### src/design/tqa_ram.sv
`timescale 1ns / 1ps

module tqa_ram #(
   parameter int WIDTH = 8,
   parameter int DEPTH = 64
) (
   input  logic                     clock,
   input  logic                     we,
   input  logic [$clog2(DEPTH)-1:0] waddr,
   input  logic [WIDTH-1:0]         wdata,
   input  logic                     re,
   input  logic [$clog2(DEPTH)-1:0] raddr,
   output logic [WIDTH-1:0]         rdata
);

   logic [WIDTH-1:0] mem [DEPTH];
   logic [WIDTH-1:0] rdata_ff;

   always_ff @(posedge clock) begin
      if (we) begin
         mem[waddr] <= wdata;
      end
      if (re) begin
         rdata_ff <= mem[raddr];
      end
   end

   assign rdata = rdata_ff;

endmodule

### config.mk
export PLATFORM = sky130hd
export DESIGN_NAME = tqa_ram
export DESIGN_NICKNAME = d
export VERILOG_FILES = /design/src/design/tqa_ram.sv
export SDC_FILE = /design/constraint.sdc
export NUM_CORES = 1
export LEC_CHECK = 0
export BUFFER_PORTS_ARGS = -buffer_cell sky130_fd_sc_hd__buf_2
export CAP_MARGIN = 20
export CORE_UTILIZATION = 55
export CTS_BUF_LIST = sky130_fd_sc_hd__clkbuf_4
export DETAILED_ROUTE_END_ITERATION = 8
export PLACE_DENSITY = 0.76
export SETUP_SLACK_MARGIN = 0.5
export SYNTH_ARGS = -nofsm -noshare
export SYNTH_HDL_FRONTEND = slang
export SYNTH_SLANG_ARGS = --single-unit
### constraint.sdc
create_clock -name clock -period 5.16 [get_ports clock]
set_input_delay 0.258 -clock clock [delete_from_list [all_inputs] [get_ports clock]]
set_output_delay 0.258 -clock clock [all_outputs]
set_load 0.05 [all_outputs]
==> impl_metrics.ini <==
[sta]
setup_viol = 0
post-route-period-util_pct = 47.1
hold_viol = 0
tns_ns = 0
tightest_slew_ns = 1.07
slew_headroom_pct = 27.1
fmax_mhz = 411
fin_crit_ns = 2.43
clock-skew-final_ns = 0.0348
maxSlewViolCount = 0
rsz0062_at_grt = false

[hold_path]
hold_depth = 1
hold_start = wdata[1]
hold_path.class = input pin to flop
hold_end = mem[25][1]

[worst_setup_path]
worst_r2r_path_depth = 5
worstReg2RegEnd = rdata[6]
timing.rr.start = mem[24][6]
crit_fanout = 1
cp-start-kind = flop
critical_path.max_stage_delay_ns = 0.55
cp_data_arrival_time_ns = 2.94
cp_cell_sequence = mux4_2 > mux2_2 > o221a_2 > nor3_1 > o32ai_1
required_ns = 5.67
path_delay_family = multiplexers
worst-path-buf-inv = 0
slowest_stage = nor3_1
r2r_setup_slack_ns = 2.73
crit_type = flop to flop
endpoint_kind = flop

[run]
cap_violations = 0

[run_status]
status = finished, final reports clean

[clock_network]
cts_sinks = 520
cts_max_path_buffers = 3
htree_levels = 4
clkLatencyLatePin_ns = 0.79
tritoncts = built
tritoncts.num_buffers = 131
clk_pin_slew_ns = 0.06
cts-root-buf = clkbuf_4
post_cts_buffers = 0

[floorplanning]
die_height_um = 194
start_util_pct = 56.4
coreArea_mm2 = 0.0359
rows = 69
dieWidth_um = 194
ios = 31
die_area_mm2 = 0.0376

[power_and_ir_drop]
clockPowerShare_pct = 39.3
ir_drop_mv = 0.283
power.leakage_uw = 0.00720
pwr-share-seq_pct = 55.5
sw_frac_of_total_pct = 21.8
netSwitchingPower_uw = 1850
power_density_mw_per_mm2 = 375
combPwrFrac_pct = 5.3
intPower_uw = 6620

[synthesis]
ys_seq_area_share_pct = 77.1
ys_warn_count = 0
synth-seq-cells = 520
synth_cell_types = 39
synth_fp_nets = 963
syn-instance-count = 940
avgSynthCellArea_um2 = 21.5
synth_area_mm2 = 0.0202

[grt]
grt_pass1_wl_um = 64900
top_usage_layer = met2
grt.met1_usage_pct = 33.9
grt_max_degree = 65
grtUsageTotal_pct = 23.9
met2_usage_pct = 36.2
grt_pass1_vias = 10400
overflow = 0
use_met3_pct = 6.38
antenna_found_initial = 4

[placement]
gp_congestion = 0.825
dpl.hpwl_um = 25300
port_buffers = 30
placed_area_mm2 = 0.0208

[route]
wire_per_inst_um = 26.8
detail-route-antenna-nets = 0
vias = 10200
drc = 0
wl_um = 43500
drt_first_pass_iters = 5
dr.first_iter.drc_count = 1206
vias_per_cell = 6.27

[finish]
nFillCells = 2454
multi_input_area_mm2 = 0.00432
regArea_mm2 = 0.0156
final_area_mm2 = 0.0226
nets = 1101
drive_above_1_share_pct = 33.5
area_delta_synth_final_pct = 11.4
==> cell usage after synthesis <==
library cell / count / share of area (%)
o221ai_1: 8 / 0.35
mux4_2: 126 / 14
nand3b_1: 3 / 0.11
mux2i_1: 23 / 1.1
nand2b_1: 7 / 0.22
o21a_1: 2 / 0.074
nor3_1: 7 / 0.17
o22ai_1: 8 / 0.25
a31oi_1: 1 / 0.031
buf_4: 13 / 0.48
edfxtp_1: 520 / 77
or3_1: 1 / 0.031
clkbuf_1: 17 / 0.32
a211oi_1: 4 / 0.15
a22oi_1: 3 / 0.11
o21ai_1: 2 / 0.049
buf_6: 4 / 0.22
mux2_2: 13 / 0.72
nand4_1: 2 / 0.062
o21ai_0: 2 / 0.049
o32ai_1: 2 / 0.087
o311ai_1: 1 / 0.043
nor2_1: 83 / 1.5
nor2b_1: 14 / 0.43
o2bb2ai_1: 3 / 0.13
nand4b_1: 1 / 0.043
nor4_1: 2 / 0.062
a21oi_1: 3 / 0.074
buf_12: 2 / 0.20
nand2_1: 19 / 0.35
nand3_1: 13 / 0.32
and2_1: 1 / 0.031
o2111ai_1: 3 / 0.13
o221a_2: 2 / 0.11
a221oi_1: 6 / 0.26
buf_1: 4 / 0.074
buf_2: 11 / 0.27
a2111oi_0: 2 / 0.087
o41ai_1: 2 / 0.087
==> power groups by stage <==
stage	Sequential [uW]	Combinational, uW	Clock, uW
6_report	4700	445	3320
5_1_grt	4700	471	3580
3_5_place_dp	4790	430	0
4_1_cts	4700	432	3380
3_3_place_gp	4790	422	0
2_1_floorplan	4800	249	0
==> final cells by class <==
| class | instances | share of cell area [%] |
|---|---|---|
| sequential | 520 | 69.2 |
| multi-input combinational | 369 | 19.1 |
| clock buffer | 189 | 6.29 |
| tap | 461 | 2.56 |
| timing repair buffer | 56 | 2.06 |
| clock inverter | 27 | 0.715 |
| antenna | 3 | 0.0333 |
==> flip-flops by register name, summed over array words and instances, names as in the netlist <==
| signal | cells |
|---|---|
| rdata | 8 |
| mem | 512 |
==> stage by stage <==
stage	utilization [%]	setup slack [ns]	total power (uW)	instances	hold slack, ns
floorplan	-	3.10	5050	940	0.357
global placement	57.9	1.99	5210	1393	0.662
detailed placement	57.9	2.00	5220	1393	0.668
CTS	62.3	2.70	8510	1611	0.0244
global route	62.8	2.63	8750	1625	0.0224
finish	62.8	2.73	8470	1625	0.0516
==> worst max path at each step <==
stage | from | to | slack, ns | cells after the start
2_1_floorplan | raddr[1] | rdata[3] | 3.10 | 7
3_5_place_dp | raddr[0] | rdata[6] | 2.00 | 6
3_3_place_gp | raddr[0] | rdata[6] | 1.99 | 6
4_1_cts | mem[24][6] | rdata[6] | 2.70 | 5
5_1_grt | mem[2][3] | rdata[3] | 2.63 | 4
6_report | mem[24][6] | rdata[6] | 2.73 | 5
==> metal layers <==
metal / routed length [um] / part of all wire [%]
met3: 4200 / 9.7
met1: 17500 / 40
met4: 940 / 2.2
met5: 21 / 0.048
met2: 20800 / 48
==> cell families (layout without fill, tap and decap cells) <==
family                 count (synthesis)  after routing  share of synthesized area (%)
muxes                                162            162                           15.9
other                                  0              3                              0
and+or+nand+nor                      153            153                           3.37
DFF                                  520            520                           77.1
AOI/OAI and AO/OA                     54             54                           2.06
buffers and inverters                 51            272                           1.56
==> layout by cell type (no fill, tap or decap), types with 6 or more instances in the layout <==
cell type      instances
nand3_1               13
nor2_1                83
buf_2                 27
mux4_2               126
dlygate4sd3_1          7
mux2_2                13
buf_4                 14
buf_12                 7
nor3_1                 7
clkinv_2               6
nor2b_1               14
nand2b_1               7
o22ai_1                8
edfxtp_1             520
mux2i_1               23
o221ai_1               8
clkinv_1              17
nand2_1               19
clkbuf_4             189
a221oi_1               6
==> repair_timing <==
item / in CTS / in global routing
hold buffers: 2 / 5
hold endpoints to repair: 9 / 63
resized for setup: 0 / 0
Note: power is estimated with default switching activity, not from simulation.
