==> config.mk <==
export PLATFORM = sky130hd
export DESIGN_NAME = tqa_div
export DESIGN_NICKNAME = d
export VERILOG_FILES = /design/src/design/tqa_pkg.sv /design/src/design/tqa_div.sv
export SDC_FILE = /design/constraint.sdc
export NUM_CORES = 1
export LEC_CHECK = 0
export BUFFER_PORTS_ARGS = -buffer_cell sky130_fd_sc_hd__buf_2
export CORE_MARGIN = 3
export CORE_UTILIZATION = 60
export DETAILED_ROUTE_END_ITERATION = 12
export PLACE_DENSITY = 0.89
export SYNTH_ARGS = -nofsm -noshare
export SYNTH_HDL_FRONTEND = slang
export SYNTH_SLANG_ARGS = --single-unit
==> constraint.sdc <==
create_clock -name clock -period 10 [get_ports clock]
set_clock_uncertainty 0.2 [all_clocks]
set_input_delay 0.5 -clock clock [delete_from_list [all_inputs] [get_ports clock]]
set_output_delay 0.5 -clock clock [all_outputs]
set_load 0.005 [all_outputs]
==> src/design/tqa_pkg.sv <==
`timescale 1ns / 1ps

package tqa_pkg;

   localparam int TOWERS     = 7168;
   localparam int REGIONS    = 4;
   localparam int ETA_TABLE  = 33;
   localparam int IDX_W      = $clog2(TOWERS);
   localparam int SIDE_STEP  = TOWERS / 4;
   localparam int LAYER_STEP = TOWERS / 2;

   // Divider operand widths for the mean quality.
   localparam int NUM_W = 74;
   localparam int DEN_W = 49;
   localparam int CNT_W = $clog2(NUM_W + 1);

   typedef enum logic [1:0] {
      OP_CLEAR = 2'd0,
      OP_CELL  = 2'd1,
      OP_QUERY = 2'd2,
      OP_NONE  = 2'd3
   } opcode_type;

   localparam logic [1:0]  KIND_FWD    = 2'd1;
   localparam logic [1:0]  KIND_TILE   = 2'd2;
   localparam logic [1:0]  FWD_REGION  = 2'd3;
   localparam logic [4:0]  NO_SECOND   = 5'd31;
   localparam logic [15:0] TILE_MASK   = 16'h8080;
   localparam logic [15:0] LAR_MASK    = 16'h2000;
   localparam logic [17:0] K_FWD       = 18'd134218;
   localparam logic signed [31:0] BAD_QUALITY = -32'sd256000000;

   typedef struct packed {
      logic signed [47:0] energy;
      logic signed [63:0] quality;
      logic signed [47:0] weight;
   } tower_type;

   typedef struct packed {
      logic             found;
      logic [IDX_W-1:0] idx;
   } loc_type;

   function automatic logic [5:0] eta_count_of(logic [1:0] region);
      case (region)
         2'd0:    eta_count_of = 6'd25;
         2'd1:    eta_count_of = 6'd3;
         2'd2:    eta_count_of = 6'd1;
         default: eta_count_of = 6'd4;
      endcase
   endfunction

   function automatic logic [6:0] phi_count_of(logic [1:0] region);
      case (region)
         2'd0:    phi_count_of = 7'd64;
         2'd1:    phi_count_of = 7'd32;
         2'd2:    phi_count_of = 7'd32;
         default: phi_count_of = 7'd16;
      endcase
   endfunction

   function automatic logic [2:0] eta_shift_of(logic [1:0] region);
      case (region)
         2'd0:    eta_shift_of = 3'd6;
         2'd1:    eta_shift_of = 3'd5;
         2'd2:    eta_shift_of = 3'd5;
         default: eta_shift_of = 3'd4;
      endcase
   endfunction

   function automatic logic [10:0] base_index_of(logic [1:0] region);
      case (region)
         2'd0:    base_index_of = 11'd0;
         2'd1:    base_index_of = 11'd1600;
         2'd2:    base_index_of = 11'd1696;
         default: base_index_of = 11'd1728;
      endcase
   endfunction

   function automatic logic [4:0] base_bin_of(logic [1:0] region);
      case (region)
         2'd0:    base_bin_of = 5'd0;
         2'd1:    base_bin_of = 5'd25;
         2'd2:    base_bin_of = 5'd28;
         default: base_bin_of = 5'd29;
      endcase
   endfunction

   // Transverse scale per eta bin: round(65536 * 2.048 / cosh(eta centre)).
   function automatic logic [17:0] et_scale_of(logic [5:0] bin);
      case (bin)
         6'd0:  et_scale_of = 18'd134050;
         6'd1:  et_scale_of = 18'd132721;
         6'd2:  et_scale_of = 18'd130130;
         6'd3:  et_scale_of = 18'd126397;
         6'd4:  et_scale_of = 18'd121688;
         6'd5:  et_scale_of = 18'd116196;
         6'd6:  et_scale_of = 18'd110123;
         6'd7:  et_scale_of = 18'd103668;
         6'd8:  et_scale_of = 18'd97011;
         6'd9:  et_scale_of = 18'd90308;
         6'd10: et_scale_of = 18'd83688;
         6'd11: et_scale_of = 18'd77251;
         6'd12: et_scale_of = 18'd71074;
         6'd13: et_scale_of = 18'd65207;
         6'd14: et_scale_of = 18'd59683;
         6'd15: et_scale_of = 18'd54519;
         6'd16: et_scale_of = 18'd49719;
         6'd17: et_scale_of = 18'd45280;
         6'd18: et_scale_of = 18'd41191;
         6'd19: et_scale_of = 18'd37434;
         6'd20: et_scale_of = 18'd33994;
         6'd21: et_scale_of = 18'd30850;
         6'd22: et_scale_of = 18'd27982;
         6'd23: et_scale_of = 18'd25370;
         6'd24: et_scale_of = 18'd22993;
         6'd25: et_scale_of = 18'd19828;
         6'd26: et_scale_of = 18'd16263;
         6'd27: et_scale_of = 18'd13332;
         6'd28: et_scale_of = 18'd11482;
         6'd29: et_scale_of = 18'd8838;
         6'd30: et_scale_of = 18'd5781;
         6'd31: et_scale_of = 18'd3781;
         6'd32: et_scale_of = 18'd2472;
         default: et_scale_of = 18'd0;
      endcase
   endfunction

   function automatic loc_type locate(logic side, logic layer, logic [1:0] region,
                                      logic [4:0] eta, logic [5:0] phi);
      logic [IDX_W:0] sum;
      loc_type        res;
      sum = (IDX_W+1)'(base_index_of(region))
          + ((IDX_W+1)'(eta) << eta_shift_of(region))
          + (IDX_W+1)'(phi)
          + (side  ? (IDX_W+1)'(SIDE_STEP)  : '0)
          + (layer ? (IDX_W+1)'(LAYER_STEP) : '0);
      res.found = (int'(region) < REGIONS)
               && ({1'b0, eta} < eta_count_of(region))
               && ({1'b0, phi} < phi_count_of(region))
               && (sum < (IDX_W+1)'(TOWERS));
      res.idx = sum[IDX_W-1:0];
      return res;
   endfunction

   function automatic logic [17:0] k_of(logic [1:0] region, logic [4:0] eta);
      logic [5:0] bin;
      bin = 6'(base_bin_of(region)) + 6'(eta);
      if (region == FWD_REGION) return K_FWD;
      if (int'(bin) < ETA_TABLE) return et_scale_of(bin);
      return 18'd0;
   endfunction

endpackage

==> src/design/tqa_div.sv <==
`timescale 1ns / 1ps

module tqa_div (
   input  logic                      clock,
   input  logic                      reset,
   input  logic                      start,
   input  logic [tqa_pkg::NUM_W-1:0] numer,
   input  logic [tqa_pkg::DEN_W-1:0] denom,
   output logic                      done,
   output logic [tqa_pkg::NUM_W-1:0] quot
);
   import tqa_pkg::*;

   // Restoring division, one quotient bit per cycle, MSB first. The
   // numerator register fills with quotient bits as it shifts out.
   logic [NUM_W-1:0] num_ff, num_in;
   logic [DEN_W:0]   rem_ff, rem_in;
   logic [DEN_W-1:0] den_ff, den_in;
   logic [CNT_W-1:0] cnt_ff, cnt_in;
   logic             busy_ff, busy_in;
   logic             done_ff, done_in;
   logic [DEN_W:0]   rem_shift;
   logic [DEN_W+1:0] diff;

   always_comb begin
      rem_shift = {rem_ff[DEN_W-1:0], num_ff[NUM_W-1]};
      diff      = {1'b0, rem_shift} - {2'b00, den_ff};
      num_in    = num_ff;
      rem_in    = rem_ff;
      den_in    = den_ff;
      cnt_in    = cnt_ff;
      busy_in   = busy_ff;
      done_in   = 1'b0;
      if (start) begin
         num_in  = numer;
         den_in  = denom;
         rem_in  = '0;
         cnt_in  = '0;
         busy_in = 1'b1;
      end else if (busy_ff) begin
         if (!diff[DEN_W+1]) begin
            rem_in = diff[DEN_W:0];
            num_in = {num_ff[NUM_W-2:0], 1'b1};
         end else begin
            rem_in = rem_shift;
            num_in = {num_ff[NUM_W-2:0], 1'b0};
         end
         cnt_in = cnt_ff + 1'b1;
         if (cnt_ff == CNT_W'(NUM_W - 1)) begin
            busy_in = 1'b0;
            done_in = 1'b1;
         end
      end
   end

   always_ff @(posedge clock) begin
      num_ff <= num_in;
      rem_ff <= rem_in;
      den_ff <= den_in;
      cnt_ff <= cnt_in;
      if (reset) begin
         busy_ff <= 1'b0;
         done_ff <= 1'b0;
      end else begin
         busy_ff <= busy_in;
         done_ff <= done_in;
      end
   end

   assign done = done_ff;
   assign quot = num_ff;

endmodule

==> summary.txt, run 1 <==
Outcome
  • Status: finished clean

STA
  • Endpoints failing setup: 0
  • Slew @ Worst Pin: 1.07 ns
  • Rel. slew slack: 28.4%
  • Final slew viol count: 0
  • Fin crit share: 46.4%
  • Max Freq: 0.215 GHz
  • RSZ-0062 raised after global routing: no
  • Final min period: 4.64 ns
  • Final Hold Fails: 0
  • Setup TNS: 0 ns

CTS
  • H-tree levels: 4
  • Clk slew on worst S/H paths: 0.08 ns
  • Clock sinks: 181
  • TritonCTS Buffers: 17
  • Clock root buffer: clkbuf_16
  • Hold_buf cts: 0
  • CTS Buffer Depth: 2
  • CTS tree: done
  • Clock Latency Late Sink: 0.44 ns
  • Post-CTS setup buffer count: 0
  • Count of cells resized by post-cts repair: 0

Floorplanning
  • DIE WIDTH: 134 µm
  • Die ar.: 18000 µm²
  • Cell Rows: 46
  • I/O pins: 201
  • Core Region: 16000 µm²
  • Die Y: 134 µm
  • Initial Util: 61.7%

Worst setup path
  • Crit. End Element: flop
  • Worst Path Arrival: 4.73 ns
  • CP Max Fanout: 47
  • WS Path Type: reg2reg
  • Reg2reg path depth: 15
  • Worst Path Required: 10.08 ns
  • Worst reg2reg setup slack: 5.36 ns
  • Worst r2r dst: rem_ff[9]$_SDFFE_PP0P_
  • Startpoint Class: flop
  • Reg-to-Reg Start: quot[73]$_DFFE_PP_

Logic synthesis
  • Multiplexer area fraction after synthesis: 9.44%
  • Synth Warn #: 0
  • Ys async rst share: 0%
  • Simple-Gate Fraction of Synth Area: 9.44%
  • Area share of the largest cell type after synthesis: 37.4%
  • Synth Net Count: 1109
  • Synth Area in Compound Gates: 16.8%
  • Yosys cell types: 62
  • Synth cell count leaders: edfxtp_1 (123), nor2_1 (94), a21oi_1 (79)
  • Synth top area cells: edfxtp_1 (37%), dfxtp_1 (12%), mux2_2 (8.3%), ha_1 (6.5%), a21oi_1 (4.0%)
  • Largest area contributor in the netlist: edfxtp_1
  • Post-synth EDFFs: 123
  • Main synth FF type: edfxtp_1
  • Avg Synthesized Cell Area: 10.6 µm²
  • Main combinational cell family by area after synthesis: compound AO/OA/AOI/OAI gates
  • Synthesized area: 9880 µm²
  • Post-synthesis register bit count: 181
  • Adder-Cell Fraction of Synth Area: 6.66%
  • Post-synthesis xor/xnor area fraction: 4.26%
  • Cell with the most instances after synthesis: edfxtp_1
  • Post-synthesis sequential area ratio: 49.2%
  • Gate Count Post-Synth: 931

Finish
  • Reg area: 4860 µm²
  • Fraction of layout instances using a drive strength above 1: 28.8%
  • Filler Cell Count: 1127
  • Multi-input combinational cell area: 4600 µm²
  • Area Growth Syn to Fin: 17.5%
  • # nets final: 1286
  • Diodes inserted: 0

Power and ir drop
  • Tot Pwr: 1.95 mW
  • PD cells: 168 nW/µm²
  • Maximum VDD drop: 167 µV
  • Leak: 5.00 nW

Global route
  • Total grt overflow: 0
  • GR peak layer: met2
  • GRT met2 Usage: 45.5%
  • Total Routing Usage GR: 26.3%
  • First-pass GRT wire length: 37.9 mm
  • Largest net degree at the start of global routing: 77
  • Vias in the first global route: 7640
  • Met3 usage in global routing: 8.21%
  • Grt met1 use: 31.6%
  • Initial antenna violation count: 1

Route
  • WL per Instance: 17.6 µm
  • Via density: 5.83
  • DRT antenna net count: 0
  • Drt first pass iters: 5
  • Residual DRC count: 0
  • Final wirelength: 23.5 mm
  • First DRT Iteration DRCs: 638
  • DR vias: 7797

Flow run
  • Max cap viols: 0

Min path
  • Hold Path Cell Cnt: 2
  • Worst hold path class: in2reg
  • Hold Path End: busy_ff$_SDFF_PP0_
  • Worst Hold Launch: reset

Place
  • Final weighted congestion in routability-driven placement: 0.907
  • DP HPWL: 16.9 mm
  • Port Buffers: 200
## how the worst max path moves through the flow
stage | start | end | slack (ns) | cells after the start
floorplan | quot[73]$_DFFE_PP_ | quot[0]$_DFFE_PP_ | 6.34 | 14
finish | quot[73]$_DFFE_PP_ | rem_ff[9]$_SDFFE_PP0P_ | 5.36 | 15
CTS | quot[73]$_DFFE_PP_ | rem_ff[22]$_SDFFE_PP0P_ | 5.35 | 15
detailed placement | quot[73]$_DFFE_PP_ | rem_ff[22]$_SDFFE_PP0P_ | 5.40 | 15
global route | quot[73]$_DFFE_PP_ | rem_ff[8]$_SDFFE_PP0P_ | 5.00 | 15
global placement | quot[73]$_DFFE_PP_ | rem_ff[19]$_SDFFE_PP0P_ | 5.55 | 14
## cell usage in the layout, fill, tap and decap left out, drive strengths merged, types with 6 or more instances in the layout
cell	netlist	layout
dfxtp	58	58
nand2	48	48
nor2b	6	6
nand2b	7	7
clkbuf	33	17
ha	51	51
nor2	94	94
nor3	7	7
nand4	11	11
xnor2	25	25
buf	15	206
nand3	9	9
xor2	23	23
edfxtp	123	123
mux2	73	73
a32oi	6	6
mux2i	11	11
a21o	27	27
or3	6	6
o211ai	7	7
a21oi	80	80
o21bai	11	11
a211oi	36	36
o21ai	39	39
inv	59	69
a31oi	8	8
o21a	6	6
## power breakdown
group | leakage, nW | internal (mW) | switching (mW) | total [mW]
combinational | 3.01 | 0.162 | 0.202 | 0.365
sequential | 1.70 | 0.872 | 0.0350 | 0.907
clock | 0.290 | 0.360 | 0.322 | 0.682
total | 5.00 | 1.39 | 0.559 | 1.95
## worst max-delay path, stage by stage, from the launching register on
cell and delay (ns):
edfxtp_1 0.40, inv_1 0.07, ha_1 0.16, inv_1 0.06, fa_1 0.42, a21o_1 0.21, a221o_1 0.33, a21oi_1 0.28
or4_4 0.20, a21oi_2 0.06, o41ai_2 0.46, o31a_2 0.71, buf_4 0.56, nor2_1 0.11, a21oi_1 0.15, a211oi_1 0.09
## metal layers
metal,vias up,part of all wire (%)
met5,-,0
met4,0,1.8
met3,39,7.6
met2,303,50
met1,3669,40
li1,3786,-
## through the flow
stage                     util (%)  setup WS [ns]  instance area (µm²)  hold slack, ns  instances
after floorplan                  -           6.34                 9880           0.235        931
after global placement        68.8           5.55                11000           0.261       1305
after detailed placement      68.8           5.40                11000           0.264       1305
after CTS                     72.5           5.35                11600         0.00640       1337
after global routing          72.5           5.00                11600          0.0145       1337
final                         72.5           5.36                11600          0.0196       1337
## state kept, by name, indices dropped and copies added (netlist names)
signal   flops
busy_ff      1
cnt_ff       7
den_ff      49
done         1
quot        74
rem_ff      49
## kinds of logic after synthesis
group                    after synthesis
AO/OA/AOI/OAI                        254
AND/OR/NAND/NOR                      205
flip-flops                           181
buffers and inverters                107
multiplexers                          84
adder cells (fa/ha/maj)               52
XOR/XNOR                              48
## layout make-up
cell class              instances  area share [%]
flip-flops and latches        181            41.9
clock inverters                15            1.51
repair buffers                206            9.07
clock buffers                  17            3.67
inverters                      59            1.91
well taps                     216            2.33
multi-input cells             643            39.7
Note: power is estimated with default switching activity, not from simulation.
==> run 2, diff against run 1 <==
- CORE_UTILIZATION: 60 -> 50
- PLACE_DENSITY: 0.89 -> 0.8
- clock period: 10 -> 4.13 ns (I/O delays scaled with it)
==> run 2 against run 1 <==
Sequential power rose by 140%. Sequential cell count did not move. Non-clock buffer count increased by 134. Critical endpoint is now rem_ff[47]$_SDFFE_PP0P_. Cell count up 13%. Largest cell class unchanged. Utilization fell by 4.2 points. Sequential share of layout area shrank 4.6 points. Clock power is 140% higher.
==> summary.txt, run 2 (synthesis gave the netlist of run 1 again) <==
STA
  • Setup TNS: 0 ns
  • Final min period: 3.83 ns
  • Final hold slack: 0.277 ns
  • Final slew viol count: 0
  • Slew @ Worst Pin: 0.952 ns
  • Final Hold Fails: 0
  • Max Freq: 0.261 GHz
  • Fin crit share: 92.8%
  • Final WS setup: 0.297 ns
  • Rel. slew slack: 36.5%
  • RSZ-0062 raised after global routing: no
  • Endpoints failing setup: 0

Power and ir drop
  • P_sw: 1.46 mW
  • Switching share of power: 29.9%
  • Clk pwr share: 34.2%
  • PD cells: 374 nW/µm²
  • Tot Pwr: 4.88 mW
  • Leak: 5.59 nW
  • Register share of total power: 45.3%
  • Int Pwr: 3.42 mW
  • Comb power frac: 20.5%
  • Maximum VDD drop: 309 µV

Floorplanning
  • Die Y: 147 µm
  • Initial Util: 51.8%
  • DIE WIDTH: 147 µm
  • Core Region: 19100 µm²
  • Cell Rows: 50
  • Die ar.: 21500 µm²
  • I/O pins: 201

Worst setup path
  • Worst Path Arrival: 3.95 ns
  • Critical Path Start: den_ff[4]$_DFFE_PP_
  • Slowest stage delay, CP: 0.72 ns
  • Worst reg2reg setup slack: 0.30 ns
  • Worst Path Required: 4.24 ns
  • Crit. End Element: flop
  • Reg2reg path depth: 13
  • Worst r2r dst: rem_ff[47]$_SDFFE_PP0P_
  • Startpoint Class: flop
  • WS Path Type: reg2reg
  • CP Max Fanout: 4
  • Critical Path Most Common Cell: o31ai_1
  • CP cell instances: inv_1 -> ha_1 -> a21o_1 -> or3_1 -> o211a_1 -> a2111oi_0 -> buf_4 -> o31ai_1 -> a31oi_1 -> o31ai_1 -> a21oi_1 -> xor2_1 -> o21ai_0
  • Worst-path cell with the longest stage delay: a2111oi_0
  • Reg-to-Reg Start: den_ff[4]$_DFFE_PP_

Route
  • DR vias: 8412
  • Final wirelength: 27.3 mm
  • Drt first pass iters: 5
  • Residual DRC count: 0
  • DRT antenna net count: 0
  • WL per Instance: 18.0 µm
  • Via density: 5.55
  • First DRT Iteration DRCs: 719

CTS
  • Clock root buffer: clkbuf_16
  • H-tree levels: 4
  • Clk slew on worst S/H paths: 0.08 ns
  • Post-CTS setup buffer count: 0
  • TritonCTS Buffers: 17
  • Clock Latency Late Sink: 0.44 ns
  • Clock sinks: 181
  • CTS tree: done
  • CTS Buffer Depth: 2

Finish
  • Design Area, Final: 13000 µm²
  • Fraction of layout instances using a drive strength above 1: 26.6%
  • Commonest cells after routing, fill and taps aside: buf_2 (199), dlygate4sd3_1 (125), edfxtp_1 (123)
  • Max reg flops: 74
  • # nets final: 1420
  • Most common cell after layout, fill and taps aside: buf_2
  • Filler Cell Count: 1391
  • Area Growth Syn to Fin: 32.0%
  • Diodes inserted: 0

Place
  • DP HPWL: 17.4 mm
  • Final weighted congestion in routability-driven placement: 0.918
  • Post-DP Area: 11100 µm²
  • Port Buffers: 200
  • Place WS: 0.148 ns

Outcome
  • Status: finished clean

Global route
  • First-pass GRT wire length: 43.7 mm
  • Total grt overflow: 0
  • Largest net degree at the start of global routing: 75
  • Total Routing Usage GR: 25.1%
  • Vias in the first global route: 8497
  • Initial antenna violation count: 0

Min path
  • Hold Path Cell Cnt: 2
  • Worst Hold Launch: denom[21]
  • Worst hold path class: in2reg
  • Hold Path End: den_ff[21]$_DFFE_PP_

Flow run
  • Max cap viols: 0
==> run 2: routing by layer <==
metal	global-route usage, %	vias to the layer above	wire length [µm]
met3	6.02	56	1820
met1	30.8	3960	11200
li1	-	4039	-
met5	0	-	0
met2	43.7	357	13600
met4	7.62	0	736
==> run 2: cell type report <==
type	count	area (µm²)	area share (%)
Timing Repair Buffer	340	2400	18.4
Sequential cell	181	4860	37.2
Tap cell	260	325	2.49
Inverter	59	221	1.70
Multi-Input combinational cell	643	4620	35.4
Clock inverter	15	203	1.55
Clock buffer	17	425	3.26
==> run 2: worst max path at each step <==
stage / end / cells past startpoint / slack, ns
after floorplan: quot[0]$_DFFE_PP_ / 14 / 0.47
after global placement: rem_ff[12]$_SDFFE_PP0P_ / 15 / 0.30
after detailed placement: rem_ff[12]$_SDFFE_PP0P_ / 15 / 0.15
after CTS: rem_ff[12]$_SDFFE_PP0P_ / 15 / 0.09
after global routing: rem_ff[15]$_SDFFE_PP0P_ / 13 / 0.08
final: rem_ff[47]$_SDFFE_PP0P_ / 13 / 0.30
==> run 2: repair_timing <==
item	in CTS	in global routing
setup endpoints to repair	0	17
endpoints found under the hold margin	144	0
gates resized for setup	0	2
hold buffers	125	0
==> run 2: metrics by stage <==
step	utilization (%)	instances
floorplan	-	931
CTS	68.3	1515
global route	68.4	1515
global placement	58.4	1358
finish	68.4	1515
detailed placement	58.4	1358
==> run 2: critical path: cells and delay by family, from the launching register on <==
kind                     cells  cell delay (ns)
XOR/XNOR                     1             0.16
buffers and inverters        2             0.31
AO/OA/AOI/OAI                8             2.08
AND/OR/NAND/NOR              1             0.33
flip-flops                   1             0.37
adder cells (fa/ha/maj)      1             0.26
==> run 2: power groups by stage <==
stage                     combinational (mW)  clock (mW)  sequential [mW]
after floorplan                        0.585           0             2.22
after detailed placement               0.874           0             2.24
final                                   1.00        1.67             2.21
after CTS                              0.972        1.69             2.20
after global routing                    1.09        1.77             2.23
after global placement                 0.856           0             2.24
